==> src/design/small_matrix_add_sub_mul_defines.svh <==
// Assertion macros for the small matrix add/sub/mul block.
// Included by smas_seq, the RTL file that carries concurrent assertions; no other dependencies.
`ifndef SMALL_MATRIX_ADD_SUB_MUL_DEFINES_SVH
`define SMALL_MATRIX_ADD_SUB_MUL_DEFINES_SVH
`ifndef SYNTH
`define SMAS_ASSERT(label, clk, rst, ante, cons) \
   label: assert property (@(posedge clk) disable iff (rst) (ante) |-> (cons)) \
      else $error("smas assertion failed");
`define SMAS_ASSERT_NEXT(label, clk, rst, ante, cons) \
   label: assert property (@(posedge clk) disable iff (rst) (ante) |=> (cons)) \
      else $error("smas assertion failed");
`else
`define SMAS_ASSERT(label, clk, rst, ante, cons)
`define SMAS_ASSERT_NEXT(label, clk, rst, ante, cons)
`endif
`endif

==> src/design/smas_pkg.sv <==
// Shared constants, types and helper functions of the small matrix add/sub/mul block.
// No dependencies; every other file of the block but the assertion macro header imports it.
package smas_pkg;

   localparam int MAX_DIM    = 8;
   localparam int ELEM_WIDTH = 32;
   localparam int MEM_DEPTH  = MAX_DIM * MAX_DIM;
   localparam int ADDR_W     = $clog2(MEM_DEPTH);
   localparam int IDX_W      = 3;
   localparam int DIM_W      = 4;
   localparam int MODE_W     = 2;
   localparam int OPC_W      = 2;
   localparam int VAL_W      = 32;
   localparam int CSR_IDX_W  = 3;
   localparam int CSR_DATA_W = 4;

   // transaction opcodes
   localparam logic [OPC_W-1:0] OPC_WRITE_A = 2'd0;
   localparam logic [OPC_W-1:0] OPC_WRITE_B = 2'd1;
   localparam logic [OPC_W-1:0] OPC_COMPUTE = 2'd2;

   // operation modes
   localparam logic [MODE_W-1:0] MODE_ADD = 2'd0;
   localparam logic [MODE_W-1:0] MODE_SUB = 2'd1;
   localparam logic [MODE_W-1:0] MODE_MUL = 2'd2;

   // register indexes
   localparam logic [CSR_IDX_W-1:0] CSR_A_ROWS = 3'd0;
   localparam logic [CSR_IDX_W-1:0] CSR_A_COLS = 3'd1;
   localparam logic [CSR_IDX_W-1:0] CSR_B_ROWS = 3'd2;
   localparam logic [CSR_IDX_W-1:0] CSR_B_COLS = 3'd3;
   localparam logic [CSR_IDX_W-1:0] CSR_MODE   = 3'd4;

   typedef logic [ELEM_WIDTH-1:0] elem_type;

   typedef enum logic [1:0] {
      ST_IDLE,
      ST_ISSUE,
      ST_DRAIN,
      ST_OUT
   } state_type;

   typedef enum logic [1:0] {
      ALU_PASS,
      ALU_ADD,
      ALU_SUB,
      ALU_MAC
   } alu_op_type;

   typedef struct packed {
      logic [DIM_W-1:0]  a_rows;
      logic [DIM_W-1:0]  a_cols;
      logic [DIM_W-1:0]  b_rows;
      logic [DIM_W-1:0]  b_cols;
      logic [MODE_W-1:0] mode;
   } cfg_type;

   typedef struct packed {
      logic       valid;
      logic       first;
      logic       last;
      alu_op_type op;
   } alu_ctl_type;

   typedef struct packed {
      logic              en_a;
      logic              en_b;
      logic [ADDR_W-1:0] addr;
   } store_wr_type;

   // zero counts as one, anything above the store size as the store size
   function automatic logic [DIM_W-1:0] dim_clamp(input logic [DIM_W-1:0] d);
      logic [DIM_W-1:0] r;
      r = d;
      if (d == '0) begin
         r = DIM_W'(1);
      end else if (int'(d) > MAX_DIM) begin
         r = DIM_W'(MAX_DIM);
      end
      return r;
   endfunction

   function automatic logic [ADDR_W-1:0] elem_addr(input logic [IDX_W-1:0] r,
                                                  input logic [IDX_W-1:0] c);
      return ADDR_W'(int'(r) * MAX_DIM + int'(c));
   endfunction

   function automatic elem_type from_in(input logic signed [VAL_W-1:0] v);
      logic signed [ELEM_WIDTH+VAL_W-1:0] wide;
      wide = (ELEM_WIDTH + VAL_W)'(v);
      return wide[ELEM_WIDTH-1:0];
   endfunction

   function automatic logic signed [VAL_W-1:0] to_out(input elem_type e);
      logic signed [ELEM_WIDTH+VAL_W-1:0] wide;
      wide = (ELEM_WIDTH + VAL_W)'(signed'(e));
      return wide[VAL_W-1:0];
   endfunction

endpackage

==> src/design/smas_store.sv <==
// Element stores for matrices A and B: one write port each, registered read data.
// Depends on smas_pkg.
module smas_store (
   input  logic                          clock,
   input  smas_pkg::store_wr_type        wr,
   input  smas_pkg::elem_type            wr_data,
   input  logic [smas_pkg::ADDR_W-1:0]   rd_addr_a,
   input  logic [smas_pkg::ADDR_W-1:0]   rd_addr_b,
   output smas_pkg::elem_type            rd_a,
   output smas_pkg::elem_type            rd_b
);
   import smas_pkg::*;

   elem_type mem_a_ff [MEM_DEPTH];
   elem_type mem_b_ff [MEM_DEPTH];
   elem_type rd_a_ff;
   elem_type rd_b_ff;

   always_ff @(posedge clock) begin
      if (wr.en_a) begin
         mem_a_ff[wr.addr] <= wr_data;
      end
      rd_a_ff <= mem_a_ff[rd_addr_a];
   end

   always_ff @(posedge clock) begin
      if (wr.en_b) begin
         mem_b_ff[wr.addr] <= wr_data;
      end
      rd_b_ff <= mem_b_ff[rd_addr_b];
   end

   assign rd_a = rd_a_ff;
   assign rd_b = rd_b_ff;
endmodule

==> config.mk <==
export PLATFORM = sky130hd
export DESIGN_NAME = smas_store
export DESIGN_NICKNAME = d
export VERILOG_FILES = /design/src/design/small_matrix_add_sub_mul_defines.svh /design/src/design/smas_pkg.sv /design/src/design/smas_store.sv
export SDC_FILE = /design/constraint.sdc
export NUM_CORES = 2
export LEC_CHECK = 0
export BUFFER_PORTS_ARGS = -buffer_cell sky130_fd_sc_hd__buf_2
export CAP_MARGIN = 15
export CORE_MARGIN = 2
export CORE_UTILIZATION = 30
export CTS_CLUSTER_SIZE = 14
export DETAILED_ROUTE_END_ITERATION = 6
export PLACE_DENSITY = 0.52
export SLEW_MARGIN = 20
export SYNTH_ARGS = -nofsm -noshare
export SYNTH_HDL_FRONTEND = slang
export SYNTH_SLANG_ARGS = --single-unit
export TNS_END_PERCENT = 30
==> constraint.sdc <==
create_clock -name clock -period 7.2 [get_ports clock]
set_input_delay 1.44 -clock clock [delete_from_list [all_inputs] [get_ports clock]]
set_output_delay 1.44 -clock clock [all_outputs]
set_load 0.01 [all_outputs]
# After elaboration in Yosys (flattened, before gate mapping)
# Memory sizes are Yosys's and may differ from the RTL's. A register that Yosys moved wholly into a read port is not among the register bits.
# Cells that the tools add are included.
# Widths: inputs -> output; s select.
word_totals:
  register_bits: 0
  mem_bits_rw: 4096
  input_bits: 53
  output_inout_bits: 64
  wordCells: 6
  n_memories: 2
classes:
  n_mux: 4
mem_list:
  columns: ["name", "depth", "width", "read_ports", "rd_clocked_by_memory_dff", "write_ports", "line_no", "source"]
  rows:
  - ["mem_a_ff", 64, 32, 1, 1, 1, "smas_store.sv:14", "elem_type mem_a_ff [MEM_DEPTH];"]
  - ["mem_b_ff", 64, 32, 1, 1, 1, "smas_store.sv:15", "elem_type mem_b_ff [MEM_DEPTH];"]
op_table:
  columns: ["cell", "count"]
  rows:
  - ["$mux 1", 4]

# Depth between registers and ports, before layout
depth:
  ltp_word: 2
  depth_mapped: 9
  depth_no_buf: 5

# Worst setup path before layout
# Ideal clock, no wire load.
synth_path:
  kind: "input -> register"
  from: "input port wr[2] (netlist name)"
  to: "memory mem_b_ff[44][0] (netlist name), enable pin"
  setup_time_ps: 421
  arrival_ps: 3896
  t_required_ps: 6779
  path_slack_ps: 2883
  cell_stages: 6
  path_buffers: 2
  cell_sequence: "clkbuf_1 -> or3b_2 -> clkbuf_1 -> inv_1 -> nand2_1 -> nor2_1"
synth_lines:
  columns: ["element", "line_no", "source"]
  rows:
  - ["from (decl)", "smas_store.sv:5", "input smas_pkg::store_wr_type wr,"]
  - ["to (decl)", "smas_store.sv:15", null]
# No word-level cell before the write port.

==> impl_metrics.csv <==
group,metric,value,unit
yosys,synth-edff-count,4096,
final_layout,nets,7322,
die,die_h,730,um
sta,finalHoldViolations,0,
yosys,synth_warnings,0,
cts,postCtsHoldBufs,0,
routing,drtIter0Drc,8346,
setup_path,worst-r2r-setup-slack,4.76,ns
setup_path,crit_fanout,90,
yosys,syn_area,158000,um2
setup_path,ff2ff_path_depth,5,
final_layout,final_cells,14600,
power_and_ir_drop,peakVddDrop,196,uV
sta,fmax,244,MHz
setup_path,critPathLaunchType,"input port",
yosys,async_flop_share,0,%
final_layout,seq_area,124000,um2
setup_path,crit_end,"rd_b[7]$_DFF_P_",
die,die_area,532000,um2
cts,htreeDepth,5,
global_route,grt_pass1_wl,613000,um
sta,clock_skew,0.0590,ns
global_route,grt_max_degree,91,
power_and_ir_drop,powerDensity,277,nW/um2
yosys,syn_nets,6874,
sta,tns,0,ns
placement,dp_hpwl,258000,um
cts,ctsResizeCount,0,
die,start_util,30.1,%
global_route,antenna_found_initial,44,
global_route,grt_usage,16.3,%
power_and_ir_drop,p_leak,56.3,nW
sta,report.final.slew_viol_count,0,
routing,route.vias.total,74300,
yosys,avgSynthCellArea,23.2,um2
sta,worst_pin_slew,1.24,ns
final_layout,syn_to_final_growth,15.6,%
final_layout,fillers,48300,
routing,first_pass_iters,5,
hold_path,hold_path.class,"reg -> reg",
setup_path,regToRegStartpoint,"mem_b_ff[10][23]$_DFFE_PP_",
cts,cts_root_buffer,"clkbuf_16",
routing,avgRoutedWirePerCell,30.4,um
yosys,synth-seq-cells,4160,
placement,io_buffer_count,116,
global_route,grt-ovfl-total,0,
final_layout,multi_input_area,32800,um2
final_layout,drive_gt1_share,29.0,%
placement,gp_congestion,0.796,
setup_path,crit_type,"in -> reg",
setup_path,critPathRequiredTime,7.99,ns
sta,rsz0062_at_grt,"no",
placement,place_inst,13800,
sta,min_period,4.10,ns
yosys,ys.flop_type,"edfxtp_1",
yosys,netlist-cell-type-count,53,
routing,vias_per_cell,5.09,
cts,numCtsBuffers,401,
die,rows,266,
routing,route.detailed.drc,0,
cts,cts_sinks,4160,
die,boundaryPins,117,
sta,slew_headroom,17.1,%
die,core,525000,um2
sta,final-setup-viol-count,0,
routing,routed_wl,443000,um
setup_path,crit_start,"rd_addr_b[1]",
routing,drtAntennaViolNets,0,
flow_run,max_cap_violations,0,
cts,post-cts-setup-buffers,0,
die,die_w,730,um
setup_path,cp.arrival,4.89,ns
yosys,ys_seq_area_share,78.7,%
status,status,"finished clean",
yosys,synth_cells,6821,
sta,min_period_over_period,57.0,%
cts,clock_path_buffers,4,
setup_path,worstReg2RegEnd,"rd_b[23]$_DFF_P_",
cts,insertion_delay,0.97,ns
global_route,grt_pass1_vias,75600,
cts,cts_tree,"done",
cts,clkSlewWorstSetupHoldPaths,0.06,ns
setup_path,end_kind,"flop",
[cells in the mapped netlist (all sizes together), types with 5 or more instances]
library cell / instances / area, um2
edfxtp: 4096 / 123000
mux4: 1019 / 22900
mux2i: 322 / 3220
buf: 234 / 1360
nand2: 192 / 721
nor2: 158 / 593
clkbuf: 142 / 533
a22oi: 121 / 908
dfxtp: 64 / 1280
o22ai: 62 / 388
o211ai: 52 / 390
mux2: 51 / 574
a21oi: 42 / 210
nor2b: 37 / 231
a211oi: 31 / 253
nand3: 25 / 125
nand4: 25 / 156
nor3: 23 / 115
o2bb2a: 19 / 190
a32oi: 18 / 158
inv: 15 / 56.3
nand3b: 9 / 67.6
nand2b: 7 / 43.8
o21ai: 5 / 25.0
or3: 5 / 31.3
[flip-flops by register name, summed over array words and instances, names as in the netlist]
| register | count |
|---|---|
| mem_a_ff | 2048 |
| rd_a | 32 |
| rd_b | 32 |
| mem_b_ff | 2048 |
[critical path, cell delays in order]
cell and delay (ns):
buf_8 0.49, buf_12 0.38, buf_12 0.44, mux4_2 0.42, mux2_2 0.28, o211ai_1 0.78, o2bb2a_1 0.32
[logic make-up after synthesis]
logic type             count (synthesis)  share of synthesized area (%)
flip-flops                          4160                           78.7
multiplexers                        1392                           16.9
AND/OR/NAND/NOR                      500                           1.43
buffers and inverters                391                           1.23
AO/OA/AOI/OAI                        378                           1.75
[metrics by stage]
stage	hold WS [ns]	utilization, %	cell area [um2]	power, mW	worst slack, ns
2_1_floorplan	0.745	-	158000	28.7	2.88
3_3_place_gp	0.808	32.2	169000	30.1	1.86
3_5_place_dp	0.826	32.3	170000	30.2	1.93
4_1_cts	0.840	34.8	182000	51.0	2.91
5_1_grt	0.895	34.8	182000	52.0	3.03
6_report	0.843	34.8	183000	50.6	3.10
[final cells by class]
class	instances	area share, %
clock inverters	204	1.16
diodes	34	0.0466
clock buffers	526	5.92
repair buffers	421	2.06
flip-flops and latches	4160	68.1
multi-input cells	2270	17.9
well taps	6968	4.78
inverters	15	0.0308
[routing by layer]
layer	global-route usage [%]	routed length (um)	part of all wire (%)
met5	0	101	0.023
met4	4.29	12000	2.7
met1	21.5	178000	40
met2	28.1	224000	51
met3	2.34	28500	6.4
[how the worst min path moves through the flow]
stage                                     from          endpoint  slack [ns]  cells after the start
floorplan           mem_a_ff[20][10]$_DFFE_PP_  rd_a[10]$_DFF_P_        0.75                      3
global placement    mem_a_ff[52][21]$_DFFE_PP_  rd_a[21]$_DFF_P_        0.81                      3
global route        mem_a_ff[53][21]$_DFFE_PP_  rd_a[21]$_DFF_P_        0.90                      3
detailed placement  mem_a_ff[53][21]$_DFFE_PP_  rd_a[21]$_DFF_P_        0.83                      3
finish              mem_a_ff[53][21]$_DFFE_PP_  rd_a[21]$_DFF_P_        0.84                      3
CTS                 mem_a_ff[53][21]$_DFFE_PP_  rd_a[21]$_DFF_P_        0.84                      3
[where the power goes]
part           internal (mW)  switching, mW  leakage, nW
logic                  0.903           1.74         12.5
clock network           12.0           9.03         6.34
registers               26.8          0.153         37.4
total                   39.7           10.9         56.3
[placed cells by master, fill, tap and decap left out, drive strengths merged, types with 25 or more instances in the layout]
master,n
nand3,25
clkinv,150
a21oi,42
diode,34
a211oi,31
mux4,1019
clkbuf,527
buf,420
dfxtp,64
mux2i,322
mux2,51
edfxtp,4096
inv,25
a22oi,121
nor2b,37
nand2,192
nand4,25
o211ai,52
o22ai,62
nor2,158
bufinv,39
Power figures use the tool's default switching activity.
