[config.mk]
export PLATFORM = sky130hd
export DESIGN_NAME = smas_alu
export DESIGN_NICKNAME = d
export VERILOG_FILES = /design/src/design/small_matrix_add_sub_mul_defines.svh /design/src/design/smas_pkg.sv /design/src/design/smas_alu.sv
export SDC_FILE = /design/constraint.sdc
export NUM_CORES = 1
export LEC_CHECK = 0
export ABC_AREA = 1
export BUFFER_PORTS_ARGS = -buffer_cell sky130_fd_sc_hd__buf_2
export CAP_MARGIN = 20
export CORE_ASPECT_RATIO = 0.9
export CORE_MARGIN = 5
export CORE_UTILIZATION = 30
export CTS_CLUSTER_DIAMETER = 200
export DETAILED_ROUTE_END_ITERATION = 10
export PLACE_DENSITY = 0.46
export SETUP_SLACK_MARGIN = 0.5
export SLEW_MARGIN = 0
export SYNTH_ARGS = -nofsm -noshare
export SYNTH_HDL_FRONTEND = slang
export SYNTH_SLANG_ARGS = --single-unit
[constraint.sdc]
create_clock -name clock -period 14.05 [get_ports clock]
set_input_delay 1.405 -clock clock [delete_from_list [all_inputs] [get_ports clock]]
set_output_delay 1.405 -clock clock [all_outputs]
set_load 0.02 [all_outputs]
[src/design/small_matrix_add_sub_mul_defines.svh]
// Assertion macros for the small matrix add/sub/mul block.
// Included by smas_seq, the RTL file that carries concurrent assertions; no other dependencies.
`ifndef SMALL_MATRIX_ADD_SUB_MUL_DEFINES_SVH
`define SMALL_MATRIX_ADD_SUB_MUL_DEFINES_SVH
`ifndef SYNTH
`define SMAS_ASSERT(label, clk, rst, ante, cons) \
   label: assert property (@(posedge clk) disable iff (rst) (ante) |-> (cons)) \
      else $error("smas assertion failed");
`define SMAS_ASSERT_NEXT(label, clk, rst, ante, cons) \
   label: assert property (@(posedge clk) disable iff (rst) (ante) |=> (cons)) \
      else $error("smas assertion failed");
`else
`define SMAS_ASSERT(label, clk, rst, ante, cons)
`define SMAS_ASSERT_NEXT(label, clk, rst, ante, cons)
`endif
`endif

[src/design/smas_pkg.sv]
// Shared constants, types and helper functions of the small matrix add/sub/mul block.
// No dependencies; every other file of the block but the assertion macro header imports it.
package smas_pkg;

   localparam int MAX_DIM    = 8;
   localparam int ELEM_WIDTH = 32;
   localparam int MEM_DEPTH  = MAX_DIM * MAX_DIM;
   localparam int ADDR_W     = $clog2(MEM_DEPTH);
   localparam int IDX_W      = 3;
   localparam int DIM_W      = 4;
   localparam int MODE_W     = 2;
   localparam int OPC_W      = 2;
   localparam int VAL_W      = 32;
   localparam int CSR_IDX_W  = 3;
   localparam int CSR_DATA_W = 4;

   // transaction opcodes
   localparam logic [OPC_W-1:0] OPC_WRITE_A = 2'd0;
   localparam logic [OPC_W-1:0] OPC_WRITE_B = 2'd1;
   localparam logic [OPC_W-1:0] OPC_COMPUTE = 2'd2;

   // operation modes
   localparam logic [MODE_W-1:0] MODE_ADD = 2'd0;
   localparam logic [MODE_W-1:0] MODE_SUB = 2'd1;
   localparam logic [MODE_W-1:0] MODE_MUL = 2'd2;

   // register indexes
   localparam logic [CSR_IDX_W-1:0] CSR_A_ROWS = 3'd0;
   localparam logic [CSR_IDX_W-1:0] CSR_A_COLS = 3'd1;
   localparam logic [CSR_IDX_W-1:0] CSR_B_ROWS = 3'd2;
   localparam logic [CSR_IDX_W-1:0] CSR_B_COLS = 3'd3;
   localparam logic [CSR_IDX_W-1:0] CSR_MODE   = 3'd4;

   typedef logic [ELEM_WIDTH-1:0] elem_type;

   typedef enum logic [1:0] {
      ST_IDLE,
      ST_ISSUE,
      ST_DRAIN,
      ST_OUT
   } state_type;

   typedef enum logic [1:0] {
      ALU_PASS,
      ALU_ADD,
      ALU_SUB,
      ALU_MAC
   } alu_op_type;

   typedef struct packed {
      logic [DIM_W-1:0]  a_rows;
      logic [DIM_W-1:0]  a_cols;
      logic [DIM_W-1:0]  b_rows;
      logic [DIM_W-1:0]  b_cols;
      logic [MODE_W-1:0] mode;
   } cfg_type;

   typedef struct packed {
      logic       valid;
      logic       first;
      logic       last;
      alu_op_type op;
   } alu_ctl_type;

   typedef struct packed {
      logic              en_a;
      logic              en_b;
      logic [ADDR_W-1:0] addr;
   } store_wr_type;

   // zero counts as one, anything above the store size as the store size
   function automatic logic [DIM_W-1:0] dim_clamp(input logic [DIM_W-1:0] d);
      logic [DIM_W-1:0] r;
      r = d;
      if (d == '0) begin
         r = DIM_W'(1);
      end else if (int'(d) > MAX_DIM) begin
         r = DIM_W'(MAX_DIM);
      end
      return r;
   endfunction

   function automatic logic [ADDR_W-1:0] elem_addr(input logic [IDX_W-1:0] r,
                                                  input logic [IDX_W-1:0] c);
      return ADDR_W'(int'(r) * MAX_DIM + int'(c));
   endfunction

   function automatic elem_type from_in(input logic signed [VAL_W-1:0] v);
      logic signed [ELEM_WIDTH+VAL_W-1:0] wide;
      wide = (ELEM_WIDTH + VAL_W)'(v);
      return wide[ELEM_WIDTH-1:0];
   endfunction

   function automatic logic signed [VAL_W-1:0] to_out(input elem_type e);
      logic signed [ELEM_WIDTH+VAL_W-1:0] wide;
      wide = (ELEM_WIDTH + VAL_W)'(signed'(e));
      return wide[VAL_W-1:0];
   endfunction

endpackage

[src/design/smas_alu.sv]
// Shared arithmetic unit: add, subtract, pass or multiply-accumulate over store read data.
// Depends on smas_pkg; control tags follow the store read latency.
module smas_alu (
   input  logic                  clock,
   input  logic                  reset,
   input  smas_pkg::alu_ctl_type ctl,
   input  smas_pkg::elem_type    rd_a,
   input  smas_pkg::elem_type    rd_b,
   output smas_pkg::elem_type    acc,
   output logic                  done
);
   import smas_pkg::*;

   alu_ctl_type ctl0_ff;
   alu_ctl_type ctl1_ff;
   elem_type    prod_ff, prod_in;
   elem_type    sum_ff, sum_in;
   elem_type    acc_ff, acc_in;
   logic        done_ff;

   // stage 1: one multiplier and one adder over the read data
   always_comb begin
      prod_in = rd_a * rd_b;
      unique case (ctl0_ff.op)
         ALU_ADD: sum_in = rd_a + rd_b;
         ALU_SUB: sum_in = rd_a - rd_b;
         default: sum_in = rd_a;
      endcase
   end

   // stage 2: accumulate or take the sum
   always_comb begin
      acc_in = acc_ff;
      if (ctl1_ff.valid) begin
         if (ctl1_ff.op == ALU_MAC) begin
            acc_in = (ctl1_ff.first ? '0 : acc_ff) + prod_ff;
         end else begin
            acc_in = sum_ff;
         end
      end
   end

   always_ff @(posedge clock) begin
      if (reset) begin
         ctl0_ff <= '0;
         ctl1_ff <= '0;
         done_ff <= 1'b0;
      end else begin
         ctl0_ff <= ctl;
         ctl1_ff <= ctl0_ff;
         done_ff <= ctl1_ff.valid && ctl1_ff.last;
      end
   end

   always_ff @(posedge clock) begin
      if (ctl0_ff.valid) begin
         prod_ff <= prod_in;
         sum_ff  <= sum_in;
      end
      acc_ff <= acc_in;
   end

   assign acc  = acc_ff;
   assign done = done_ff;
endmodule

Word-level counts from Yosys, hierarchy flattened

Index checks and enable logic that the tools add are counted.

Input port bits: 71
Bits in writable memories: 0
Word-level logic and storage cells: 23
Bits in latches: 0
ROM bits: 0
Register bits after elaboration: 107
Memories kept: 0

Bitwise operators: 0
$mul: 1
Multiplexer cells: 3
$add $sub $neg: 3
Reductions and logical operators: 1
Equal/unequal tests: 3
Shift-type cells: 0
Div/mod/pow operators: 0
Magnitude comparators: 0

Operators with widths:

| cell               | number |
|---|---|
| $add 32x32->32     | 2 |
| $mux 32            | 2 |
| $pmux 32 s2        | 1 |
| $mul 32x32->32     | 1 |
| $sub 32x32->32     | 1 |
| $eq 2x2->1 const B | 2 |
| $eq 2x1->1 const B | 1 |
| $logic_and 1x1->1  | 1 |

Logic depth before layout (Yosys ltp)

Gate-level depths: netlist of the first run.

Depth in word-level cells: 3
Mapped depth: 31

Worst setup path after synthesis of the first run

Ideal clock, no wire load.

Path kind: input port to flip-flop
Start point: input port rd_b[5]
End point: register prod_ff[27] (data pin)
Slack: 6.397 ns
Arrival time: 7.394 ns
Stages on the path: 25
Data required time: 13.792 ns
Cells stage by stage: clkbuf_1 clkbuf_1 nand2_1 fa_1 fa_1 inv_1 fa_1 inv_1 fa_1 inv_1 fa_1 fa_1 fa_1 fa_1 ha_1 nand2_1 inv_1 nand2_1 nor3_1 nand4_1 nand3_1 nand2_1 nand2_1 a21oi_1 xnor2_1

Cells in the longest elaborated chain, start to end: 1

RTL lines:

| what                  | RTL line       | text |
|---|---|---|
| start, declared       | smas_alu.sv:8  | `input smas_pkg::elem_type rd_b,` |
| $mul 32x32->32        | smas_alu.sv:23 | `prod_in = rd_a * rd_b;` |
| named net prod_in[27] | smas_alu.sv:16 | `elem_type prod_ff, prod_in;` |
| end signal, assigned  | smas_alu.sv:57 | `prod_ff <= prod_in;` |
| end, declared         | smas_alu.sv:16 |  |

The timed path passes the listed nets, and every way through them passes these cells.
A chain may end at the register's enable or synchronous reset.

Worst setup path after layout of the first run

Start point: input port rd_b[6]
End point: register prod_ff[27] (data pin)

Same word-level chain as after synthesis.

==> results.md, run 1 <==
* Die Wd at 317 um
* Worst path max stage delay at 0.64 ns
* Worst Path Required at 14.15 ns
* Pre-antenna DRT Iters at 5
* CP max stage cell: buf_2
* Synth Register Bits at 107
* Reg clk slew, reported paths at 0.10 ns
* Nets@finish at 4129
* Max-slew headroom at 38.8%
* Die area at 0.0905 mm^2
* Vias at 21000
* Synthesized cell area at 0.0254 mm^2
* TritonCTS Buffers at 9
* Core ar. at 0.0842 mm^2
* Fmax at 126 MHz
* Routed Antenna Nets at 0
* Worst min-delay path class: flip-flop to flip-flop
* Setup Fix Bufs, Post-CTS at 0
* Worst-skew pair later-pin latency at between 0.3 and 0.4 ns
* Worst Tran Pin Value at 0.919 ns
* Type of the worst setup path: primary input to flip-flop
* Post-synth ARST share at 0%
* Drt wl/cell at 18.8 um
* RSZ-0062 raised after global routing: no
* Post-Synthesis Cells at 3463
* IO Pins at 104
* Status: complete, no violations
* Vias in the first global route at 21300
* DRC viols at 0
* Initial antenna violation count at 1
* GRT Residual Overflow at 0
* Fin. Hold Viols at 0
* Post-layout min period at 7.94 ns
* Reg area at slightly above 0.003 mm^2
* First-pass GRT wire length at 132 mm
* Clk root buf: clkbuf_16
* Net Count, Synth at 4132
* Startpoint Class: primary input
* DPL Wire Length at 67.6 mm
* Initial cell density of the core at 30.1%
* Final period util at 56.5%
* Seq/Total Area, Yosys at 12.2%
* Warnings, synthesis at 0
* Site row count at between 100 and 150
* Final Max Slew Viols at 0
* CP max FO at 30
* CTS tree: yes
* Port Buf Inserts at 103
* H-tree depth at 3
* Most frequent CP cell: fa_1
* Critical-path cell list: buf_2 > nand2_1 > fa_1 > fa_1 > inv_1 > fa_1 > inv_1 > fa_1 > inv_1 > fa_1 > fa_1 > fa_1 > fa_1 > ha_1 > nand2_1 > inv_1 > nand2_1 > nor3_1 > nand4_1 > nand3_1 > nand2_1 > nand2_1 > a21oi_1 > xnor2_1
* CP Buf/Inv Count at 5
* CTS resizes at 0
* Crit path capture type: flip-flop
* Hold-fix buffers, CTS at 0
* Clk sinks at 107
* Die height at 286 um
* Global placement routability congestion at 0.905
* Via-to-Cell Ratio at about 4.6
* Max-cap viol count at 0
* Clk buf depth at 2
* Final WL at 86.5 mm
* Worst R2R Setup Slack at ~9.7 ns
* Antenna Cells at 0
* Layout cells sized above 1 at around 5.3%
* Post-synth EDFFs at 96
* Worst path top cell family by delay: adder cells
* Largest net degree at the start of global routing at 66
* Fillers at 9289
* Multi-input gate area at 0.0184 mm^2
* Synth unique cells at 50
* Skew final at 0.0220 ns
* Final setup fails at 0
* Syn avg cell area at 7.33 um^2
* Arrival @ worst endpoint at 8.04 ns
* Drt initial violations at 1407
* TNS Setup at 0 ns
* GRT Util Overall at a little under a fifth
* Layout area overhead at 7.33%
* Synth Flop Type: edfxtp_1
## routing by layer
metal / global-route usage [%] / wire length, um / part of all wire [%]
met3: 2.70 / 4830 / 5.6
met5: 0 / 0 / 0
met2: 31.3 / 39600 / 46
met4: 2.79 / 1390 / 1.6
met1: 27.7 / 40700 / 47
## cells in the mapped netlist, types with 2 or more instances
cell | number | area [um^2]
fa_1 | 410 | 8210
o211ai_1 | 2 | 15.0
nor2_1 | 181 | 679
edfxtp_1 | 96 | 2880
inv_1 | 869 | 3260
a21oi_1 | 105 | 526
or2_1 | 2 | 12.5
o31ai_1 | 4 | 30.0
ha_1 | 188 | 2350
a21boi_1 | 2 | 15.0
a21boi_0 | 7 | 52.6
a31oi_1 | 15 | 93.8
a211oi_1 | 3 | 22.5
o21a_1 | 4 | 30.0
o221a_2 | 3 | 33.8
xor2_1 | 50 | 438
o21ai_0 | 87 | 435
o21ai_2 | 4 | 35.0
buf_2 | 22 | 110
buf_1 | 20 | 75.1
dfxtp_1 | 11 | 220
nand3b_1 | 17 | 128
inv_2 | 3 | 11.3
clkbuf_1 | 94 | 353
or2_2 | 21 | 131
a21o_1 | 8 | 60.1
nor2_2 | 3 | 18.8
nor3_1 | 19 | 95.1
nand4_1 | 24 | 150
nor4_1 | 4 | 25.0
xnor2_1 | 31 | 272
o21bai_1 | 5 | 37.5
nand2_1 | 1007 | 3780
nand3_1 | 126 | 631
## sequential cells by signal (all words and copies together), names as in the netlist
name and count:
acc 32, ctl0_ff 5, ctl1_ff 5, done 1, prod_ff 32, sum_ff 32
## worst min-delay path, stage by stage, from the launching register on
cell     delay, ns
dfxtp_1       0.31
inv_1         0.04
nor2_1        0.03
## final timing paths
check / end / cells after the start / from
setup / recovery: prod_ff[27] / 24 / rd_b[6]
hold / removal: ctl1_ff[3] / 2 / ctl0_ff[3]
hold reg to reg: ctl1_ff[3] / 2 / ctl0_ff[3]
setup reg to reg: sum_ff[29] / 19 / ctl0_ff[0]
## logic make-up (layout without fill, tap and decap cells)
group,Yosys count,in the layout,synth area share (%)
AO/OA/AOI/OAI,254,254,5.62
XOR/XNOR,81,81,2.80
adder cells (fa/ha/maj),598,598,41.6
buffers and inverters,1011,1013,15.1
flip-flops,107,107,12.2
AND/OR/NAND/NOR,1412,1412,22.6
## placed cells by master (no fill, tap or decap), types with 7 or more instances in the layout
master	instances
buf_4	21
inv_1	869
xor2_1	50
buf_2	103
or2_2	21
o21ai_0	87
nand2_1	1007
clkbuf_16	9
ha_1	188
a21boi_0	7
nor3_1	19
xnor2_1	31
fa_1	410
nor2_1	181
nand4_1	24
a21o_1	8
a31oi_1	15
nand3b_1	17
edfxtp_1	96
a21oi_1	105
nand3_1	126
dfxtp_1	10
## per-stage QoR
| step | util, % | cell area (um^2) | worst slack (ns) | instances | hold WS [ns] |
|---|---|---|---|---|---|
| final | 32.4 | 27200 | 6.11 | 4598 | 0.405 |
| after global routing | 32.4 | 27200 | 5.78 | 4598 | 0.452 |
| after CTS | 32.4 | 27200 | 6.13 | 4598 | 0.408 |
| after detailed placement | 32.0 | 26900 | 5.73 | 4582 | 0.394 |
| after global placement | 32.0 | 26900 | 5.79 | 4582 | 0.390 |
| after floorplan | - | 25400 | 6.40 | 3463 | 0.388 |
## layout make-up
| type | count | area share, % |
|---|---|---|
| multi-input cells | 2345 | 67.7 |
| inverters | 873 | 12.0 |
| flip-flops and latches | 107 | 11.4 |
| well taps | 1133 | 5.21 |
| repair buffers | 124 | 2.47 |
| clock buffers | 9 | 0.827 |
| clock inverters | 7 | 0.354 |
Power of run 1 is left out: the tool's default activity adds up to more than one toggle a clock period on the data nets, which glitch-free logic cannot reach.
==> inputs of run 2 (changes only) <==
PLACE_DENSITY = 0.47   (was 0.46)
clock period = 7.3 ns   (was 14.05 ns; I/O delays follow)
==> run 2 against run 1 <==
Cell count is 3.3% higher. Die area stayed put. First-iteration DRC count is 8.4% higher. Non-clock buffer count is 151 higher. Clock skew is 0.00057 ns higher. Critical path type unchanged. Flip-flop and latch count stayed put. Critical path depth is 1 higher. Setup slack worse by 5.5 ns. Core utilization is 2.2 points higher. Hold slack worse by 0.0016 ns.
==> results.md, run 2 (synthesis gave the netlist of run 1 again) <==
* Final WL at 87.8 mm (+1.4%)
* DPL Wire Length at 75.7 mm (+12%)
* Clk sinks at 107 (unchanged)
* Worst path max stage delay at 0.57 ns (-0.07 ns)
* Largest net degree at the start of global routing at 66 (unchanged)
* Initial antenna violation count at 7 (+6)
* RSZ-0062 raised after global routing: yes
* Worst Path Required at 7.41 ns (-6.74 ns)
* DRC viols at 0 (unchanged)
* H-tree depth at 3 (unchanged)
* Crit path capture type: flip-flop
* Worst Tran Pin Value at 0.892 ns (-0.0262 ns)
* Pre-antenna DRT Iters at 6 (+1)
* Die area at 0.0905 mm^2 (unchanged)
* Arrival @ worst endpoint at 6.81 ns (-1.23 ns)
* Reg2Reg Depth at 18 (-1)
* Vias in the first global route at 22000 (+3.2%)
* Layout area overhead at 14.7%
* GRT Util Overall at 19.4% (+0.22 points)
* Fmax at 149 MHz
* Initial cell density of the core at 30.1% (unchanged)
* Reg-to-reg endpoint: sum_ff[29]
* Die height at 286 um (unchanged)
* Vias at 21600 (+3.0%)
* Skew final at 0.0226 ns (+0.000574 ns)
* Clk root buf: clkbuf_16
* Clk buf depth at 2 (unchanged)
* CP max FO at 6 (-80%)
* Drt initial violations at 1525 (+8.4%)
* Final Max Slew Viols at 0 (unchanged)
* TritonCTS Buffers at 9 (unchanged)
* Post-layout min period at 6.70 ns
* GRT Residual Overflow at 0 (unchanged)
* Hold endpoint: ctl1_ff[3]
* Worst Hold Depth at 2 (unchanged)
* Core ar. at 0.0842 mm^2 (unchanged)
* Max-slew headroom at 40.1% (+1.4 points)
* Fin. Hold Viols at 0 (unchanged)
* CP max stage cell: fa_1
* Type of the worst setup path: primary input to flip-flop
* Worst Hold Launch: ctl0_ff[3]
* Worst-skew pair later-pin latency at 0.36 ns (about the same)
* IO Pins at 104 (unchanged)
* Hold-fix buffers, CTS at 0 (unchanged)
* CTS tree: yes
* Final period util at 91.7%
* Worst min-delay path class: flip-flop to flip-flop
* RR Startpoint: ctl0_ff[0]
* Commonest non-fill, non-tap cell in the layout: nand2_1
* First-pass GRT wire length at 134 mm (+1.5%)
* Die Wd at 317 um (unchanged)
* Worst R2R Setup Slack at 2.57 ns (-7.10 ns)
* Via-to-Cell Ratio at 4.55 (-0.33%)
* Reg clk slew, reported paths at 0.08 ns (-0.02 ns)
* Commonest non-fill, non-tap cells in the layout: nand2_1, inv_1, fa_1
* Global placement routability congestion at 0.927 (+2.5%)
* Layout cells sized above 1 at 11.0% (+5.7 points)
* Max-cap viol count at 0 (unchanged)
* Startpoint Class: primary input
* Most frequent CP cell: fa_1
* Routed Antenna Nets at 0 (unchanged)
* Final setup fails at 0 (unchanged)
* TNS Setup at 0 ns (unchanged)
* Site row count at 101 (unchanged)
* Status: complete, no violations
* Nets@finish at 4280 (+3.7%)
* Port Buf Inserts at 103 (unchanged)
* Drt wl/cell at 18.5 um (-1.8%)
run 2: cell types whose count changed in the layout (fill, tap and decap cells not counted), sizes merged:
cell    before  now
buf        124  261
clkinv       2    4
inv        878  876
clkbuf       9   23
diode        0    2
run 2: worst max-delay path by stage:
stage / start / to / slack (ns) / cells past startpoint
after floorplan: rd_a[13] / prod_ff[27] / 0.50 / 25
after global placement: rd_b[11] / prod_ff[31] / -0.21 / 24
after detailed placement: rd_b[8] / prod_ff[31] / -0.32 / 25
after CTS: rd_b[5] / prod_ff[31] / 0.47 / 24
after global routing: rd_b[12] / prod_ff[31] / 0.47 / 24
final: rd_a[16] / prod_ff[31] / 0.60 / 25
run 2: per-stage QoR:
step           hold slack (ns)  area (um^2)  setup slack (ns)  cells  utilization [%]
6_report                 0.404        29100             0.605   4751             34.6
5_1_grt                  0.438        29100             0.466   4749             34.6
4_1_cts                  0.406        28500             0.466   4735             33.8
3_5_place_dp             0.395        28000            -0.319   4719             33.3
3_3_place_gp             0.391        28000            -0.210   4719             33.3
2_1_floorplan            0.388        25400             0.498   3463                -
run 2: final cells by class:
type	count	area, um^2
clock buffers	9	225
multi-input cells	2345	18700
repair buffers	275	2270
inverters	873	3280
flip-flops and latches	107	3100
clock inverters	7	65.1
well taps	1133	1420
fillers	9103	55100
diodes	2	5.00
run 2: timing repair:
action,4_1_cts,5_1_grt
pin swaps,2,48
buffers inserted,0,14
endpoints found under the setup margin,5,12
gates resized for setup,36,154
run 2: critical path: cells and delay by family:
family | cells | cell delay, ns
and+or+nand+nor | 8 | 0.98
adders and majority gates | 9 | 4.38
buffers and inverters | 8 | 0.69
run 2: metal layers:
layer | vias to the layer above | global-route usage (%) | routed length, um
met5 | - | 0 | 40
met4 | 6 | 4.57 | 2380
met3 | 105 | 3.29 | 5610
met2 | 580 | 31.1 | 39400
met1 | 10400 | 27.5 | 40300
li1 | 10500 | - | -
Power of run 2 is left out for the same reason.
