[config.mk]
export PLATFORM = sky130hd
export DESIGN_NAME = smas_seq_flat
export DESIGN_NICKNAME = d
export VERILOG_FILES = /design/src/design/smas_pkg.sv /design/src/design/smas_req_if.sv /design/src/design/smas_rsp_if.sv /design/src/design/smas_seq.sv /design/src/flat_wrapper.sv
export VERILOG_INCLUDE_DIRS = /design/src /design/src/design
export SDC_FILE = /design/constraint.sdc
export NUM_CORES = 1
export LEC_CHECK = 0
export ABC_AREA = 1
export BUFFER_PORTS_ARGS = -buffer_cell sky130_fd_sc_hd__buf_4
export CAP_MARGIN = 20
export CORE_UTILIZATION = 48
export DETAILED_ROUTE_END_ITERATION = 16
export PLACE_DENSITY = 0.83
export SLEW_MARGIN = 20
export SYNTH_ARGS = -nofsm -noshare
export SYNTH_HDL_FRONTEND = slang
export SYNTH_SLANG_ARGS = --single-unit
[constraint.sdc]
create_clock -name clock -period 11.1 [get_ports clock]
set_clock_uncertainty 0.15 [all_clocks]
set_input_delay 3.33 -clock clock [delete_from_list [all_inputs] [get_ports clock]]
set_output_delay 3.33 -clock clock [all_outputs]
set_load 0.005 [all_outputs]
[src/design/small_matrix_add_sub_mul_defines.svh]
// Assertion macros for the small matrix add/sub/mul block.
// Included by smas_seq, the RTL file that carries concurrent assertions; no other dependencies.
`ifndef SMALL_MATRIX_ADD_SUB_MUL_DEFINES_SVH
`define SMALL_MATRIX_ADD_SUB_MUL_DEFINES_SVH
`ifndef SYNTH
`define SMAS_ASSERT(label, clk, rst, ante, cons) \
   label: assert property (@(posedge clk) disable iff (rst) (ante) |-> (cons)) \
      else $error("smas assertion failed");
`define SMAS_ASSERT_NEXT(label, clk, rst, ante, cons) \
   label: assert property (@(posedge clk) disable iff (rst) (ante) |=> (cons)) \
      else $error("smas assertion failed");
`else
`define SMAS_ASSERT(label, clk, rst, ante, cons)
`define SMAS_ASSERT_NEXT(label, clk, rst, ante, cons)
`endif
`endif

[src/design/smas_pkg.sv]
// Shared constants, types and helper functions of the small matrix add/sub/mul block.
// No dependencies; every other file of the block but the assertion macro header imports it.
package smas_pkg;

   localparam int MAX_DIM    = 8;
   localparam int ELEM_WIDTH = 32;
   localparam int MEM_DEPTH  = MAX_DIM * MAX_DIM;
   localparam int ADDR_W     = $clog2(MEM_DEPTH);
   localparam int IDX_W      = 3;
   localparam int DIM_W      = 4;
   localparam int MODE_W     = 2;
   localparam int OPC_W      = 2;
   localparam int VAL_W      = 32;
   localparam int CSR_IDX_W  = 3;
   localparam int CSR_DATA_W = 4;

   // transaction opcodes
   localparam logic [OPC_W-1:0] OPC_WRITE_A = 2'd0;
   localparam logic [OPC_W-1:0] OPC_WRITE_B = 2'd1;
   localparam logic [OPC_W-1:0] OPC_COMPUTE = 2'd2;

   // operation modes
   localparam logic [MODE_W-1:0] MODE_ADD = 2'd0;
   localparam logic [MODE_W-1:0] MODE_SUB = 2'd1;
   localparam logic [MODE_W-1:0] MODE_MUL = 2'd2;

   // register indexes
   localparam logic [CSR_IDX_W-1:0] CSR_A_ROWS = 3'd0;
   localparam logic [CSR_IDX_W-1:0] CSR_A_COLS = 3'd1;
   localparam logic [CSR_IDX_W-1:0] CSR_B_ROWS = 3'd2;
   localparam logic [CSR_IDX_W-1:0] CSR_B_COLS = 3'd3;
   localparam logic [CSR_IDX_W-1:0] CSR_MODE   = 3'd4;

   typedef logic [ELEM_WIDTH-1:0] elem_type;

   typedef enum logic [1:0] {
      ST_IDLE,
      ST_ISSUE,
      ST_DRAIN,
      ST_OUT
   } state_type;

   typedef enum logic [1:0] {
      ALU_PASS,
      ALU_ADD,
      ALU_SUB,
      ALU_MAC
   } alu_op_type;

   typedef struct packed {
      logic [DIM_W-1:0]  a_rows;
      logic [DIM_W-1:0]  a_cols;
      logic [DIM_W-1:0]  b_rows;
      logic [DIM_W-1:0]  b_cols;
      logic [MODE_W-1:0] mode;
   } cfg_type;

   typedef struct packed {
      logic       valid;
      logic       first;
      logic       last;
      alu_op_type op;
   } alu_ctl_type;

   typedef struct packed {
      logic              en_a;
      logic              en_b;
      logic [ADDR_W-1:0] addr;
   } store_wr_type;

   // zero counts as one, anything above the store size as the store size
   function automatic logic [DIM_W-1:0] dim_clamp(input logic [DIM_W-1:0] d);
      logic [DIM_W-1:0] r;
      r = d;
      if (d == '0) begin
         r = DIM_W'(1);
      end else if (int'(d) > MAX_DIM) begin
         r = DIM_W'(MAX_DIM);
      end
      return r;
   endfunction

   function automatic logic [ADDR_W-1:0] elem_addr(input logic [IDX_W-1:0] r,
                                                  input logic [IDX_W-1:0] c);
      return ADDR_W'(int'(r) * MAX_DIM + int'(c));
   endfunction

   function automatic elem_type from_in(input logic signed [VAL_W-1:0] v);
      logic signed [ELEM_WIDTH+VAL_W-1:0] wide;
      wide = (ELEM_WIDTH + VAL_W)'(v);
      return wide[ELEM_WIDTH-1:0];
   endfunction

   function automatic logic signed [VAL_W-1:0] to_out(input elem_type e);
      logic signed [ELEM_WIDTH+VAL_W-1:0] wide;
      wide = (ELEM_WIDTH + VAL_W)'(signed'(e));
      return wide[VAL_W-1:0];
   endfunction

endpackage

[src/design/smas_req_if.sv]
// Request channel of the small matrix add/sub/mul block: valid/ready plus request fields.
// Depends on smas_pkg for field widths.
interface smas_req_if;
   import smas_pkg::*;

   logic                    valid;
   logic                    ready;
   logic [OPC_W-1:0]        opcode;
   logic [IDX_W-1:0]        row_index;
   logic [IDX_W-1:0]        col_index;
   logic signed [VAL_W-1:0] value;

   modport source (output valid, opcode, row_index, col_index, value, input ready);
   modport sink   (input valid, opcode, row_index, col_index, value, output ready);
endinterface

[src/design/smas_rsp_if.sv]
// Response channel of the small matrix add/sub/mul block: valid/ready plus result fields.
// Depends on smas_pkg for field widths.
interface smas_rsp_if;
   import smas_pkg::*;

   logic                    valid;
   logic                    ready;
   logic [IDX_W-1:0]        out_row;
   logic [IDX_W-1:0]        out_col;
   logic signed [VAL_W-1:0] out_value;
   logic                    last;
   logic                    dim_error;

   modport source (output valid, out_row, out_col, out_value, last, dim_error, input ready);
   modport sink   (input valid, out_row, out_col, out_value, last, dim_error, output ready);
endinterface

[src/design/smas_seq.sv]
// Sequencer: takes request transactions, walks the result matrix and drives the response register.
// Depends on smas_pkg, the channel interfaces and the assertion macro header.
`include "small_matrix_add_sub_mul_defines.svh"
module smas_seq (
   input  logic                          clock,
   input  logic                          reset,
   input  smas_pkg::cfg_type             cfg,
   smas_req_if.sink                      req_chan,
   smas_rsp_if.source                    rsp_chan,
   output smas_pkg::store_wr_type        wr,
   output smas_pkg::elem_type            wr_data,
   output logic [smas_pkg::ADDR_W-1:0]   rd_addr_a,
   output logic [smas_pkg::ADDR_W-1:0]   rd_addr_b,
   output smas_pkg::alu_ctl_type         alu_ctl,
   input  smas_pkg::elem_type            alu_acc,
   input  logic                          alu_done
);
   import smas_pkg::*;

   state_type               state_ff, state_in;
   logic [IDX_W-1:0]        row_ff, row_in;
   logic [IDX_W-1:0]        col_ff, col_in;
   logic [IDX_W-1:0]        k_ff, k_in;
   logic                    valid_ff, valid_in;
   logic [IDX_W-1:0]        orow_ff, orow_in;
   logic [IDX_W-1:0]        ocol_ff, ocol_in;
   logic signed [VAL_W-1:0] oval_ff, oval_in;
   logic                    last_ff, last_in;
   logic                    err_ff, err_in;

   logic [DIM_W-1:0] ar, ac, br, bc, col_lim, k_lim;
   logic             is_addsub, is_mul, mul_ok, pass_mode, single_err;
   logic             row_last, col_last, k_last, in_range;
   alu_op_type       op;

   always_comb begin
      ar = dim_clamp(cfg.a_rows);
      ac = dim_clamp(cfg.a_cols);
      br = dim_clamp(cfg.b_rows);
      bc = dim_clamp(cfg.b_cols);
      is_addsub  = (cfg.mode == MODE_ADD) || (cfg.mode == MODE_SUB);
      is_mul     = (cfg.mode == MODE_MUL);
      mul_ok     = is_mul && (ac == br);
      pass_mode  = is_mul && (ac != br);
      single_err = (is_addsub && ((ar != br) || (ac != bc))) || !(is_addsub || is_mul);
      col_lim    = mul_ok ? bc : ac;
      k_lim      = mul_ok ? ac : DIM_W'(1);
      row_last   = (DIM_W'(row_ff) + DIM_W'(1)) == ar;
      col_last   = (DIM_W'(col_ff) + DIM_W'(1)) == col_lim;
      k_last     = (DIM_W'(k_ff) + DIM_W'(1)) == k_lim;
      if (mul_ok) begin
         op = ALU_MAC;
      end else if (pass_mode) begin
         op = ALU_PASS;
      end else if (cfg.mode == MODE_SUB) begin
         op = ALU_SUB;
      end else begin
         op = ALU_ADD;
      end
      in_range = (int'(req_chan.row_index) < MAX_DIM) && (int'(req_chan.col_index) < MAX_DIM);
   end

   assign rd_addr_a = elem_addr(row_ff, mul_ok ? k_ff : col_ff);
   assign rd_addr_b = mul_ok ? elem_addr(k_ff, col_ff) : elem_addr(row_ff, col_ff);
   assign wr_data   = from_in(req_chan.value);

   always_comb begin
      state_in = state_ff;
      row_in   = row_ff;
      col_in   = col_ff;
      k_in     = k_ff;
      valid_in = valid_ff;
      orow_in  = orow_ff;
      ocol_in  = ocol_ff;
      oval_in  = oval_ff;
      last_in  = last_ff;
      err_in   = err_ff;
      alu_ctl  = '0;
      wr.en_a  = 1'b0;
      wr.en_b  = 1'b0;
      wr.addr  = elem_addr(req_chan.row_index, req_chan.col_index);
      req_chan.ready = 1'b0;

      unique case (state_ff)
         ST_IDLE: begin
            req_chan.ready = 1'b1;
            if (req_chan.valid) begin
               unique case (req_chan.opcode)
                  OPC_WRITE_A: wr.en_a = in_range;
                  OPC_WRITE_B: wr.en_b = in_range;
                  OPC_COMPUTE: begin
                     row_in = '0;
                     col_in = '0;
                     k_in   = '0;
                     if (single_err) begin
                        valid_in = 1'b1;
                        orow_in  = '0;
                        ocol_in  = '0;
                        oval_in  = '0;
                        last_in  = 1'b1;
                        err_in   = 1'b1;
                        state_in = ST_OUT;
                     end else begin
                        state_in = ST_ISSUE;
                     end
                  end
                  default: ;
               endcase
            end
         end
         ST_ISSUE: begin
            // one read pair per cycle into the shared unit
            alu_ctl.valid = 1'b1;
            alu_ctl.first = (k_ff == '0);
            alu_ctl.last  = k_last;
            alu_ctl.op    = op;
            if (k_last) begin
               k_in     = '0;
               state_in = ST_DRAIN;
            end else begin
               k_in = k_ff + IDX_W'(1);
            end
         end
         ST_DRAIN: begin
            if (alu_done) begin
               valid_in = 1'b1;
               orow_in  = row_ff;
               ocol_in  = col_ff;
               oval_in  = to_out(alu_acc);
               last_in  = row_last && col_last;
               err_in   = pass_mode;
               state_in = ST_OUT;
            end
         end
         ST_OUT: begin
            if (rsp_chan.ready) begin
               valid_in = 1'b0;
               if (last_ff) begin
                  state_in = ST_IDLE;
               end else begin
                  if (col_last) begin
                     col_in = '0;
                     row_in = row_ff + IDX_W'(1);
                  end else begin
                     col_in = col_ff + IDX_W'(1);
                  end
                  state_in = ST_ISSUE;
               end
            end
         end
         default: state_in = ST_IDLE;
      endcase
   end

   always_ff @(posedge clock) begin
      if (reset) begin
         state_ff <= ST_IDLE;
         valid_ff <= 1'b0;
         row_ff   <= '0;
         col_ff   <= '0;
         k_ff     <= '0;
      end else begin
         state_ff <= state_in;
         valid_ff <= valid_in;
         row_ff   <= row_in;
         col_ff   <= col_in;
         k_ff     <= k_in;
      end
   end

   always_ff @(posedge clock) begin
      orow_ff <= orow_in;
      ocol_ff <= ocol_in;
      oval_ff <= oval_in;
      last_ff <= last_in;
      err_ff  <= err_in;
   end

   assign rsp_chan.valid     = valid_ff;
   assign rsp_chan.out_row   = orow_ff;
   assign rsp_chan.out_col   = ocol_ff;
   assign rsp_chan.out_value = oval_ff;
   assign rsp_chan.last      = last_ff;
   assign rsp_chan.dim_error = err_ff;

   `SMAS_ASSERT(a_no_req_while_rsp, clock, reset, valid_ff, !req_chan.ready)
   `SMAS_ASSERT_NEXT(a_last_returns_idle, clock, reset, valid_ff && rsp_chan.ready && last_ff, state_ff == ST_IDLE)
   `SMAS_ASSERT(a_done_only_in_drain, clock, reset, alu_done, state_ff == ST_DRAIN)
endmodule

[src/flat_wrapper.sv]
// flat-port wrapper written by rule: the top's interface ports become plain ports
module smas_seq_flat import smas_pkg::*;
  (clock, reset, cfg, wr, wr_data, rd_addr_a, rd_addr_b, alu_ctl, alu_acc, alu_done, req_chan_valid, req_chan_opcode, req_chan_row_index, req_chan_col_index, req_chan_value, req_chan_ready, rsp_chan_valid, rsp_chan_out_row, rsp_chan_out_col, rsp_chan_out_value, rsp_chan_last, rsp_chan_dim_error, rsp_chan_ready);
  smas_req_if req_chan_i ();
  smas_rsp_if rsp_chan_i ();
  input  logic clock;
  input  logic reset;
  input  smas_pkg::cfg_type cfg;
  output smas_pkg::store_wr_type wr;
  output smas_pkg::elem_type wr_data;
  output logic [smas_pkg::ADDR_W-1:0] rd_addr_a;
  output logic [smas_pkg::ADDR_W-1:0] rd_addr_b;
  output smas_pkg::alu_ctl_type alu_ctl;
  input  smas_pkg::elem_type alu_acc;
  input  logic alu_done;
  input wire logic [$bits(req_chan_i.valid)-1:0] req_chan_valid;
  input wire logic [$bits(req_chan_i.opcode)-1:0] req_chan_opcode;
  input wire logic [$bits(req_chan_i.row_index)-1:0] req_chan_row_index;
  input wire logic [$bits(req_chan_i.col_index)-1:0] req_chan_col_index;
  input wire logic [$bits(req_chan_i.value)-1:0] req_chan_value;
  output wire logic [$bits(req_chan_i.ready)-1:0] req_chan_ready;
  output wire logic [$bits(rsp_chan_i.valid)-1:0] rsp_chan_valid;
  output wire logic [$bits(rsp_chan_i.out_row)-1:0] rsp_chan_out_row;
  output wire logic [$bits(rsp_chan_i.out_col)-1:0] rsp_chan_out_col;
  output wire logic [$bits(rsp_chan_i.out_value)-1:0] rsp_chan_out_value;
  output wire logic [$bits(rsp_chan_i.last)-1:0] rsp_chan_last;
  output wire logic [$bits(rsp_chan_i.dim_error)-1:0] rsp_chan_dim_error;
  input wire logic [$bits(rsp_chan_i.ready)-1:0] rsp_chan_ready;
  assign req_chan_i.valid = req_chan_valid;
  assign req_chan_i.opcode = req_chan_opcode;
  assign req_chan_i.row_index = req_chan_row_index;
  assign req_chan_i.col_index = req_chan_col_index;
  assign req_chan_i.value = req_chan_value;
  assign req_chan_ready = req_chan_i.ready;
  assign rsp_chan_valid = rsp_chan_i.valid;
  assign rsp_chan_out_row = rsp_chan_i.out_row;
  assign rsp_chan_out_col = rsp_chan_i.out_col;
  assign rsp_chan_out_value = rsp_chan_i.out_value;
  assign rsp_chan_last = rsp_chan_i.last;
  assign rsp_chan_dim_error = rsp_chan_i.dim_error;
  assign rsp_chan_i.ready = rsp_chan_ready;
  smas_seq u_core (.clock(clock), .reset(reset), .cfg(cfg), .req_chan(req_chan_i), .rsp_chan(rsp_chan_i), .wr(wr), .wr_data(wr_data), .rd_addr_a(rd_addr_a), .rd_addr_b(rd_addr_b), .alu_ctl(alu_ctl), .alu_acc(alu_acc), .alu_done(alu_done));
endmodule
---- After elaboration in Yosys (flattened, before gate mapping) ----
Cells that the tools add are included.
Widths: inputs -> output; s select.
storage, ports and cells
  flip-flop bits (word level) ............. 52
  output and inout bits ................... 99
  input bits .............................. 95
  logic and storage cells ................. 136
operators by class
  muxes and demuxes ....................... 63
  order comparisons ....................... 4
  equal/unequal tests ..................... 22
  reduce and logical (&&, ||, !) cells .... 27
  $add $sub $neg .......................... 10
operators by type and width
  cell                 count
  $mux 32              4
  $pmux 32 s2          1
  $mux 3               15
  $mux 4               10
  $pmux 3 s2           5
  $add 6x3->6          4
  $mux 2               11
  $eq 4x4->1           4
  $gt 4x4->1 const B   4
  $logic_not 4->1      4
  $reduce_and 5->1     3
  $add 3x1->4 const B  3
  $ne 4x4->1           3
  $reduce_and 6->1     2
  $mux 1               11
  $ne 2x2->1 const B   5
  $add 3x1->3 const B  3
  $eq 2x2->1 const B   4
  $pmux 2 s4           1
  $eq 2x1->1 const B   3
  $logic_not 2->1      3
  $mux 6               1
  $ne 2x1->1 const B   3
  $reduce_bool 2->1    3
  other kinds (9)      16

---- Longest topological paths before layout ----
Gate-level depths: netlist of the first run.
  depth in word-level cells ............... 11
  depth in mapped cells ................... 19

---- Least setup slack after synthesis of the first run ----
No wires, ideal clock.
  kind .................................... input -> output
  start point ............................. input port cfg[7] (netlist name)
  end point ............................... output port alu_ctl[2] (netlist name)
  data required time ...................... 7.620 ns
  arrival ................................. 4.519 ns
  buffers on the path ..................... 1
  cell stages on the path ................. 12
  setup slack ............................. 3.101 ns
  path through ............................ o21bai_1 -> nand2_1 -> nand2_4 -> nand2_4 -> nand4_4 -> inv_2 -> buf_6 -> nand3_2 -> nand2_1 -> nor2_2 -> nand2_4 -> nor2_1
RTL lines
  element          RTL line            source
  start, declared  flat_wrapper.sv:8   input smas_pkg::cfg_type cfg;
  end, declared    flat_wrapper.sv:13  output smas_pkg::alu_ctl_type alu_ctl;

==> impl_results.md, run 1 <==
- Max Root-Sink Buffers: 2
- Fin crit period: 8.42 ns
- Max_slew headroom: 0.567
- Total Power: 0.805 mW
- Final Hold Fails: 0
- Die X: 86.4 um
- Worst setup EP type: output port
- Post-Route WL: 8470 um
- Gpl congestion: 0.902
- Design area: 4210 um^2
- Syn Inst Count: 422
- Req. time, crit path: 7.62 ns
- Final #Nets: 606
- Max Slew Vio Count: 0
- Num CTS Buffers: 5
- Clk sinks: 52
- Worst setup path class: input pin to output port
- Clk root buf: clkbuf_8
- HPWL after detailed placement: 6780 um
- Worst hold path depth: 2
- Startpoint type of the worst setup path: input pin
- Mean post-synth cell area: 8.10 um^2
- Register share of total power: 0.413
- Mux cell area share after synthesis: 0
- Simple-gate area share of the yosys netlist: 0.257
- Yosys reg bits: 52
- Synth Cell Area: 3420 um^2
- P_int: 0.511 mW
- Post-DRT Antenna Nets: 0
- Die Span Y: 86.4 um
- Status: finished clean
- Async SR Flop Fraction: 0
- Rows: 30
- DR WL/cell: 14.1 um
- Clock share of power: 0.141
- Gate power share: 0.447
- Largest net degree at the start of global routing: 42
- Initial antenna violation count: 0
- Synth unique cells: 39
- Fin Setup TNS: 0 ns
- Largest family of logic cells by synthesized area: simple AND/OR/NAND/NOR gates
- Share of layout cells above drive strength 1: 0.320
- Switch Pwr: 0.295 mW
- Slew @ Worst Pin: 0.646 ns
- CTS tree: built
- GR Util All Layers: 0.220
- CTS Hold Bufs: 0
- Util after Layout: 0.616
- Warnings from Yosys: 0
- Post-synth net total: 526
- Drt via density: 4.83
- Seq/Total Area, Yosys: 0.422
- First-pass GRT wire length: 12800 um
- Placed cell area: 4110 um^2
- ANT cells: 0
- Initial Util: 0.500
- TritonRoute pass-1 iters: 4
- Final setup violation count: 0
- Unrepaired setup endpoints after global routing: no
- Adder-cell share of the synthesized area: 0.0330
- H-tree levels: 2
- R2R depth: 8
- WHS: 0.308 ns
- Pwr dens: 191 nW/um^2
- FILL cells: 601
- Leak Pwr: 2.17 nW
- Via count: 2896
- Clk pin slew, worst setup/hold paths: 0.10 ns
- Crit path DAT: 4.94 ns
- Max VDD drop: 104 uV
- Vias in the first global route: 2646
- Worst-skew pair later-pin latency: 0.31 ns
- Final worst path period share: 0.758
- Highest fanout seen on the critical path: 12
- Die Area: 7460 um^2
- Number of synthesized flops with an enable pin: 40
- Buffers on Ports: 117
- Ports: 194
- Max cap viols: 0
- Drt initial violations: 119
- Area Growth Syn to Fin: 23.1%
- Core Box Area: 6830 um^2
- Fraction of power spent switching nets: 0.366
- Worst Hold Class: register to register
- Fmax: 119 MHz
- DRC violations left: 0
- Setup Buffers After CTS: 0
- Global route overflow: 0
- Main synth FF type: edfxtp_1
- Synth Area in Compound Gates: 0.0688
- Resized cells post-CTS: 0
- Post-Synth XOR/XNOR Area: 0.0308
==> synthesized netlist by cell type, types with 4 or more instances <==
library cell  instances  share of area
xnor2_1               8          0.021
nor3_1                5         0.0073
nor2_2                4         0.0073
o21ai_0              16          0.023
edfxtp_1             40           0.35
nand4_1               5         0.0092
inv_2                 5         0.0055
dfxtp_1              12          0.070
nand2_1              97           0.11
inv_1                76          0.083
xor2_1                4          0.010
a21oi_1              15          0.022
clkbuf_1              5         0.0055
buf_4                38          0.083
nand3_1              23          0.034
nand2_4               7          0.023
nand2_2               4         0.0073
ha_1                  9          0.033
nor2_1               20          0.022
==> registers in the layout, summed over array words and instances, names as in the netlist, 2 cells and up <==
| register | count |
|---|---|
| u_core.k_ff | 3 |
| u_core.col_ff | 3 |
| u_core.rsp_chan.out_col | 3 |
| u_core.rsp_chan.out_row | 3 |
| u_core.rsp_chan.out_value | 32 |
| u_core.row_ff | 3 |
| u_core.state_ff | 2 |
==> routing by layer <==
metal	track usage	routed length, um	vias up
met1	0.250	3190	1316
met2	0.408	4570	118
met4	0.0636	103	0
met3	0.0524	593	14
li1	-	-	1448
met5	0	0	-
==> power by group through the flow <==
stage          Combinational [mW]  Clock [mW]  Sequential (mW)
6_report                    0.360       0.113            0.332
5_1_grt                     0.398       0.123            0.340
4_1_cts                     0.363       0.115            0.334
3_5_place_dp                0.361           0            0.338
3_3_place_gp                0.352           0            0.334
2_1_floorplan               0.180           0            0.347
==> layout make-up <==
cell class | count | area (um^2) | share of cell area
flip-flops and latches | 52 | 1440 | 0.343
multi-input cells | 242 | 1340 | 0.319
repair buffers | 119 | 893 | 0.212
inverters | 82 | 313 | 0.0744
well taps | 96 | 120 | 0.0286
clock buffers | 5 | 68.8 | 0.0164
clock inverters | 3 | 27.5 | 0.00654
==> worst max-delay path, cell delays in order <==
cell and delay, ns:
buf_4 0.13, nor2_1 0.10, nand2_1 0.05, nand2_1 0.08
nand2_2 0.11, a21oi_2 0.20, nand4_4 0.18, inv_2 0.22
nand3_1 0.09, nand2_1 0.12, nor2_4 0.05, nand2_4 0.09
nor2_1 0.05, buf_4 0.14
==> metrics by stage <==
| step | cells | setup slack, ns |
|---|---|---|
| 3_5_place_dp | 591 | 2.68 |
| 5_1_grt | 599 | 2.51 |
| 3_3_place_gp | 591 | 2.77 |
| 2_1_floorplan | 422 | 3.10 |
| 4_1_cts | 599 | 2.67 |
| 6_report | 599 | 2.68 |
==> cell families (layout without fill, tap and decap cells) <==
| kind of cell | count (synthesis) | count (layout) |
|---|---|---|
| AOI/OAI and AO/OA | 42 | 42 |
| adders and majority gates | 9 | 9 |
| buffers and inverters | 128 | 209 |
| xor gates and xnor gates | 12 | 12 |
| DFF | 52 | 52 |
| and+or+nand+nor | 179 | 179 |
==> placed cells by master, fill, tap and decap left out, types with 2 or more instances in the layout <==
| cell | instances |
|---|---|
| buf_4 | 119 |
| nand2_1 | 97 |
| inv_1 | 76 |
| edfxtp_1 | 40 |
| nand3_1 | 23 |
| nor2_1 | 20 |
| o21ai_0 | 16 |
| a21oi_1 | 15 |
| dfxtp_1 | 12 |
| ha_1 | 9 |
| xnor2_1 | 8 |
| nand2_4 | 7 |
| inv_2 | 5 |
| nor3_1 | 5 |
| nand4_1 | 5 |
| clkbuf_8 | 5 |
| nand2_2 | 4 |
| nor2_2 | 4 |
| xor2_1 | 4 |
| a21oi_2 | 3 |
| nand3_2 | 3 |
| o21ai_1 | 3 |
| nor4_1 | 3 |
| clkinv_4 | 2 |
| or2_2 | 2 |
==> worst paths after layout <==
check / from / endpoint / slack [ns]
setup / recovery: cfg[12] / alu_ctl[2] / 2.68
hold / removal: u_core.rsp_chan.valid / u_core.rsp_chan.valid / 0.31
setup reg to reg: u_core.state_ff[0] / u_core.rsp_chan.out_row[2] / 8.42
hold reg to reg: u_core.rsp_chan.valid / u_core.rsp_chan.valid / 0.31
(Power assumes the default switching activity.)
==> inputs of run 2 (changes only) <==
Settings changed: CORE_UTILIZATION 48 to 40, PLACE_DENSITY 0.83 to 0.74.
Clock period 11.1 ns to 7.4 ns, I/O delays scaled along.
==> run 2 against run 1 <==
- power up 48%
- sequential share of layout area hardly changed
- global-route usage shrank 2.7 points
- largest cell class unchanged
- largest power group unchanged
==> impl_results.md, run 2 (synthesis gave the netlist of run 1 again) <==
- Fin crit period: 6.21 ns
- Unrepaired setup endpoints after global routing: no
- ANT cells: 0
- Clk pin slew, worst setup/hold paths: 0.09 ns
- DR WL/cell: 14.6 um
- Commonest cells after routing, fill and taps aside: buf_4, nand2_1, inv_1
- Final setup violation count: 0
- Num CTS Buffers: 5
- Die Area: 8920 um^2
- Clk root buf: clkbuf_8
- Via count: 2854
- Leak Pwr: 2.16 nW
- Fin Setup TNS: 0 ns
- Worst reg2reg setup slack: 4.79 ns
- First-pass GRT wire length: 13200 um
- CTS Hold Bufs: 0
- Buffers on Ports: 117
- Req. time, crit path: 5.03 ns
- TritonRoute pass-1 iters: 5
- GR Util met1: 0.208
- GR Util All Layers: 0.193
- Share of layout cells above drive strength 1: 0.318
- Most common cell after layout, fill and taps aside: buf_4
- Resized cells post-CTS: 0
- Final WS setup: 1.19 ns
- Largest net degree at the start of global routing: 42
- HP Start: u_core.rsp_chan.valid
- DRC violations left: 0
- Slew @ Worst Pin: 0.647 ns
- Fmax: 161 MHz
- WHS: 0.308 ns
- Setup Buffers After CTS: 0
- Post-Route WL: 8880 um
- Crit path DAT: 3.84 ns
- H-tree levels: 2
- Drt via density: 4.69
- Max VDD drop: 183 uV
- Ports: 194
- Global route overflow: 0
- Largest register FFs: 32
- Vias in the first global route: 2630
- Worst setup EP type: output port
- Place WS: 1.18 ns
- Gpl congestion: 0.926
- Post-DRT Antenna Nets: 0
- HPWL after detailed placement: 7240 um
- Final #Nets: 606
- Reg-to-Reg Start: u_core.state_ff[0]
- Max_slew headroom: 0.567
- Initial Util: 0.414
- Rows: 33
- GRT met2 Usage: 0.362
- Initial antenna violation count: 0
- GR Util met3: 0.0451
- Startpoint type of the worst setup path: input pin
- Highest fanout seen on the critical path: 8
- Clk sinks: 52
- Worst setup path class: input pin to output port
- Worst-skew pair later-pin latency: 0.29 ns
- CTS tree: built
- Status: finished clean
- Max Root-Sink Buffers: 2
- Die X: 94.4 um
- Area Growth Syn to Fin: 23.2%
- Core Box Area: 8260 um^2
- Max Slew Vio Count: 0
- Pwr dens: 283 nW/um^2
- Total Power: 1.19 mW
- Max cap viols: 0
- Die Span Y: 94.4 um
- Final worst path period share: 0.840
- Drt initial violations: 94
- Worst Hold Class: register to register
- Final Hold Fails: 0
- Worst setup startpoint: cfg[13]
- GR peak layer: met2
-- run 2: cell types whose count changed in the layout (fill, tap and decap cells not counted), sizes merged --
cell	before	now
inv	82	81
clkbuf	5	6
-- run 2: through the flow --
stage	instance area [um^2]	util	std cells
after floorplan	3420	-	422
after global placement	4120	0.499	600
after detailed placement	4120	0.499	600
after CTS	4210	0.510	608
after global routing	4210	0.510	608
final	4210	0.510	608
-- run 2: cell type report --
class | instances | area (um^2)
clock buffer | 6 | 72.6
clock inverter | 2 | 16.3
sequential | 52 | 1440
inverter | 82 | 313
timing repair buffer | 119 | 893
multi-input combinational | 242 | 1340
fill | 823 | 4050
tap | 105 | 131
-- run 2: path summary, 6_finish.rpt --
check,end,depth (start not counted)
worst max-delay path,alu_ctl[2],14
worst min-delay path,u_core.rsp_chan.valid,2
worst max register to register,u_core.rsp_chan.out_value[2],8
worst min register to register,u_core.rsp_chan.valid,2
-- run 2: routing by layer --
layer,vias up,part of all wire
met1,1282,0.38
li1,1446,-
met5,-,0
met2,100,0.53
met4,0,0.028
met3,26,0.071
-- run 2: critical path, cell delays in order --
cell and delay (ns):
buf_4 0.14, inv_2 0.11, nand2_2 0.09, nand2_1 0.09
nand2_1 0.08, nor2_2 0.09, nand3_2 0.13, nor2_8 0.17
nand3_1 0.13, xor2_1 0.20, nor2_4 0.11, nand2_4 0.07
nor2_1 0.10, buf_4 0.12
-- run 2: report_power, final --
part	internal (mW)	leakage, nW	total (mW)	switching [mW]
clock	0.0674	0.0414	0.158	0.0907
combinational	0.241	1.65	0.536	0.295
sequential	0.455	0.475	0.498	0.0433
total	0.764	2.16	1.19	0.429
